$ cat src/tcw_pkg.sv
// shared types and constants for the text console writer
`default_nettype none
package tcw_pkg;

  localparam int MAX_COLS_DEF = 80;
  localparam int MAX_ROWS_DEF = 25;
  localparam int TAB_STEP_DEF = 4;

  localparam int COLS_W   = 7;
  localparam int ROWS_W   = 5;
  localparam int CHAR_W   = 8;
  localparam int IDX_W    = 11;
  localparam int CELL_W   = 16;
  localparam int CFG_IDX_W = 2;
  localparam int CFG_DAT_W = 7;

  localparam logic [COLS_W-1:0] COLS_RST   = 7'd80;
  localparam logic [ROWS_W-1:0] ROWS_RST   = 5'd25;
  localparam logic              FOLLOW_RST = 1'b1;

  localparam logic [CFG_IDX_W-1:0] REG_COLUMNS = 2'd0;
  localparam logic [CFG_IDX_W-1:0] REG_ROWS    = 2'd1;
  localparam logic [CFG_IDX_W-1:0] REG_FOLLOW  = 2'd2;

  localparam logic [CHAR_W-1:0] CH_NEWLINE = 8'd10;
  localparam logic [CHAR_W-1:0] CH_TAB     = 8'd9;
  localparam logic [CHAR_W-1:0] CH_BKSP    = 8'd8;
  localparam logic [CHAR_W-1:0] CH_BLANK   = 8'h20;
  localparam logic [CHAR_W-1:0] ATTR_BYTE  = 8'h0F;

  localparam logic [2:0] OP_READ = 3'd0;
  localparam logic [2:0] OP_NL   = 3'd1;
  localparam logic [2:0] OP_TAB  = 3'd2;
  localparam logic [2:0] OP_BKSP = 3'd3;
  localparam logic [2:0] OP_CHAR = 3'd4;

  localparam int QDEPTH = 2;

  typedef struct packed {
    logic [2:0]        op;
    logic [CHAR_W-1:0] ch;
    logic [IDX_W-1:0]  ridx;
  } tcw_item_t;

  typedef struct packed {
    logic pop;
    logic clr_done;
  } tcw_qctl_t;

endpackage
`default_nettype wire

$ cat src/tcw_front.sv
// input side: accepts beats, classifies characters, queues work for the back end
`default_nettype none
module tcw_front (
  input  wire logic                      clk,
  input  wire logic                      rst_n,
  input  wire logic                      in_valid,
  output logic                           in_ready,
  input  wire logic                      in_kind,
  input  wire logic [tcw_pkg::CHAR_W-1:0] in_char_code,
  input  wire logic [tcw_pkg::IDX_W-1:0]  in_read_index,
  input  wire tcw_pkg::tcw_qctl_t        ctl,
  output tcw_pkg::tcw_item_t             q_item,
  output logic                           q_valid
);
  import tcw_pkg::*;

  tcw_item_t   q_mem_r [QDEPTH];
  logic        wp_r;
  logic        rp_r;
  logic [1:0]  cnt_r;
  logic        push;
  tcw_item_t   item;

  always_comb begin
    item.ch   = in_char_code;
    item.ridx = in_read_index;
    if (in_kind) begin
      item.op = OP_READ;
    end else if (in_char_code == CH_NEWLINE) begin
      item.op = OP_NL;
    end else if (in_char_code == CH_TAB) begin
      item.op = OP_TAB;
    end else if (in_char_code == CH_BKSP) begin
      item.op = OP_BKSP;
    end else begin
      item.op = OP_CHAR;
    end
  end

  assign in_ready = ctl.clr_done && (cnt_r != 2'(QDEPTH));
  assign push     = in_valid && in_ready;
  assign q_valid  = cnt_r != 2'd0;
  assign q_item   = q_mem_r[rp_r];

  always_ff @(posedge clk) begin
    if (!rst_n) begin
      wp_r  <= 1'b0;
      rp_r  <= 1'b0;
      cnt_r <= 2'd0;
    end else begin
      if (push) begin
        wp_r <= ~wp_r;
      end
      if (ctl.pop) begin
        rp_r <= ~rp_r;
      end
      cnt_r <= cnt_r + {1'b0, push} - {1'b0, ctl.pop};
    end
  end

  always_ff @(posedge clk) begin
    if (push) begin
      q_mem_r[wp_r] <= item;
    end
  end

endmodule
`default_nettype wire

$ cat config.mk
export PLATFORM = sky130hd
export DESIGN_NAME = tcw_front
export DESIGN_NICKNAME = d
export VERILOG_FILES = /design/src/tcw_pkg.sv /design/src/tcw_front.sv
export SDC_FILE = /design/constraint.sdc
export NUM_CORES = 1
export LEC_CHECK = 0
export BUFFER_PORTS_ARGS = -buffer_cell sky130_fd_sc_hd__clkbuf_2
export CAP_MARGIN = 20
export CORE_MARGIN = 8
export CORE_UTILIZATION = 45
export CTS_CLUSTER_SIZE = 30
export DETAILED_ROUTE_END_ITERATION = 12
export GPL_TIMING_DRIVEN = 1
export PLACE_DENSITY = 0.68
export SLEW_MARGIN = 20
export SYNTH_ARGS = -nofsm -noshare
export SYNTH_HDL_FRONTEND = slang
export SYNTH_SLANG_ARGS = --single-unit
$ cat constraint.sdc
create_clock -name clk -period 3.79 [get_ports clk]
set_clock_uncertainty 0.05 [all_clocks]
set_input_delay 0.758 -clock clk [delete_from_list [all_inputs] [get_ports clk]]
set_output_delay 0.758 -clock clk [all_outputs]
set_load 0.01 [all_outputs]
==> results_dict.tcl <==
set metrics [dict create \
    status "complete, no violations" \
    reg2reg_slack_ps 2010 \
    final_common_cell "clkbuf_2" \
    grt-ovfl-total 0 \
    multi_input_area_sq_um 430 \
    grt_pass1_vias 1106 \
    crit_path_start_kind "flip-flop" \
    place_area_sq_um 2170 \
    synth_top_family_by_area "multiplexers" \
    antenna_found_initial 0 \
    syn_area_sq_um 1880 \
    critPathMaxFanout 22 \
    cts_root_buffer "clkbuf_8" \
    ys_warn_count 0 \
    design.core.area_sq_um 4000 \
    max_stage_delay_ps 980 \
    layout.nets 180 \
    cts_tree "built" \
    power.leakage_nw 0.877 \
    worstMarginPinSlew_ps 990 \
    clockBufferDepth 2 \
    hold_buffers 0 \
    drtPass1Iterations 4 \
    wl_um 3390 \
    min_from "wp_r$_SDFFE_PN0P_" \
    portBuffers 48 \
    synth.avg_cell_area_sq_um 19.0 \
    ys_types 19 \
    regArea_sq_um 1420 \
    period_share_pct 69.8 \
    drc_errors 0 \
    vias_per_cell 4.92 \
    synth-seq-cells 49 \
    diodes 0 \
    synth.top_cell.area_share_pct 70.4 \
    synth-xor-area-share_pct 1.40 \
    worstPathArrival_ps 1840 \
    syn_to_final_growth_pct 20.1 \
    layout_common_cells "48 x clkbuf_2, 44 x edfxtp_1, 22 x mux2_2" \
    rows 23 \
    setup_violations 0 \
    fmax_ghz 0.378 \
    hpwl_um 2430 \
    place_congestion 0.708 \
    die_area_sq_um 6500 \
    layout.cells.non_filler 204 \
    setup_tns_ps 0 \
    h-tree-depth 2 \
    drt-initial-drc-count 72 \
    grt_usage_pct 11.1 \
    nFillCells 340 \
    clock_sinks 49 \
    finalMaxSlewViolations 0 \
    io_pins 49 \
    r2r_end "q_mem_r[0][14]$_DFFE_PP_" \
    power_density_nw_per_um2 480 \
    grt_first_pass_wirelength_um 5390 \
    dp_cells 196 \
    synth_compound_area_share_pct 0.466 \
    slowest_stage "dfxtp_1" \
    synth_top_cell_by_area "edfxtp_1" \
    numCtsBuffers 5 \
    synth_mux_area_share_pct 13.7 \
    peakVddDrop_mv 0.279 \
    die_x_um 80.6 \
    hp-class "reg -> reg" \
    start_util_pct 47.0 \
    hold_violations 0 \
    syn_inst 99 \
    yosys-top-cells-area "edfxtp_1 70%, mux2_2 13%, dfxtp_1 5.3%, and2_1 1.7%, ha_1 1.3%" \
    layout-drive-gt1-share_pct 53.9 \
    wl_per_cell_um 16.6 \
    max-cap-violations 0 \
    worstRegToRegCells 4 \
    synth_simple_gate_area_share_pct 5.80 \
    total_power_mw 1.08 \
    min_path_cells 2 \
    vias 1004 \
    slew_headroom_pct 33.9 \
    timing.hold.ws_ps 467 \
    min_to "wp_r$_SDFFE_PN0P_" \
    critPathKind "reg -> out" \
    synth_seq_area_share_pct 75.7 \
    grt_max_degree 23 \
    cts.clk_slew.worst_paths_ps 80 \
    rsz0062_at_grt "false" \
    cp.required_ps 2980 \
    ant_nets 0 \
    worstSkewPairLatency_ps 300 \
    cts_resized 0 \
    fp.dieH_um 80.6 \
    final.min_clock_period_ps 2640 \
    postCtsSetupBuffers 0 \
    r2r-start "cnt_r[0]$_SDFF_PN0_" \
    postLayoutCellArea_sq_um 2260 \
    worstPathCellList "mux2_2 -> clkbuf_2" \
    synth_adder_area_share_pct 1.33 \
    syn_nets 126 \
    end_kind "primary output" \
]
-- metrics by stage --
| step | setup WS, ps | utilization (%) |
|---|---|---|
| finish | 1150 | 56.4 |
| global route | 1020 | 56.4 |
| CTS | 1090 | 56.4 |
| detailed placement | 1440 | 54.2 |
| global placement | 1450 | 54.2 |
| floorplan | 1500 | - |
-- metal layers --
layer  share of wire, %  GRT usage (%)
met5                  0              0
met1                 41           11.7
met3                7.3           5.13
met2                 50           18.3
met4                1.7           4.91
-- flip-flops by register name, indices dropped and copies added, names as in the netlist, named ones only --
register and flops:
q_mem_r 44, wp_r 1, rp_r 1, cnt_r 2
-- power breakdown --
part	leakage (nW)	switching, mW	internal (mW)	total, mW
sequential	0.450	0.0201	0.625	0.645
combinational	0.384	0.0718	0.0749	0.147
clock	0.0439	0.165	0.127	0.292
-- cell usage after synthesis --
master and instances:
edfxtp_1 44, and4b_1 2, nand2_1 2, dfxtp_1 5, or2_2 1, inv_1 2
and2_1 5, xnor2_1 2, mux2i_1 1, xor2_1 1, nor2_1 2, a41oi_1 1
buf_6 2, ha_1 2, nand2b_1 2, nor4_2 1, and3_1 1, nand3_1 1
mux2_2 22
-- cell type report --
class                           count  area share [%]
Clock buffer                        5            3.05
Clock inverter                      3           0.776
Tap cell                           50            2.77
Multi-Input combinational cell     46            19.1
Sequential cell                    49            63.0
Inverter                            2           0.333
Timing Repair Buffer               49            11.0
-- worst max path at each step --
stage | start | to | slack, ps | depth (start not counted)
finish | flip-flop | q_item[15] | 1150 | 2
floorplan | ctl[0] | q_mem_r[0][0]$_DFFE_PP_ | 1500 | 2
detailed placement | flip-flop | q_item[15] | 1440 | 2
CTS | flip-flop | q_item[15] | 1090 | 2
global placement | flip-flop | q_item[5] | 1450 | 2
global route | flip-flop | q_item[5] | 1020 | 2
-- logic make-up (layout without fill, tap and decap cells) --
group                      count (synthesis)  after routing
AOI/OAI and AO/OA                          1              1
xor gates and xnor gates                   3              3
adders and majority gates                  2              2
buffers and inverters                      4             59
DFF                                       49             49
muxes                                     23             23
and+or+nand+nor                           17             17
-- critical path, delay by kind of cell (launching register included) --
family | cells | cell delay, ps
buf+inv | 1 | 130
flops | 1 | 980
mux | 1 | 430
(Power assumes the default switching activity.)
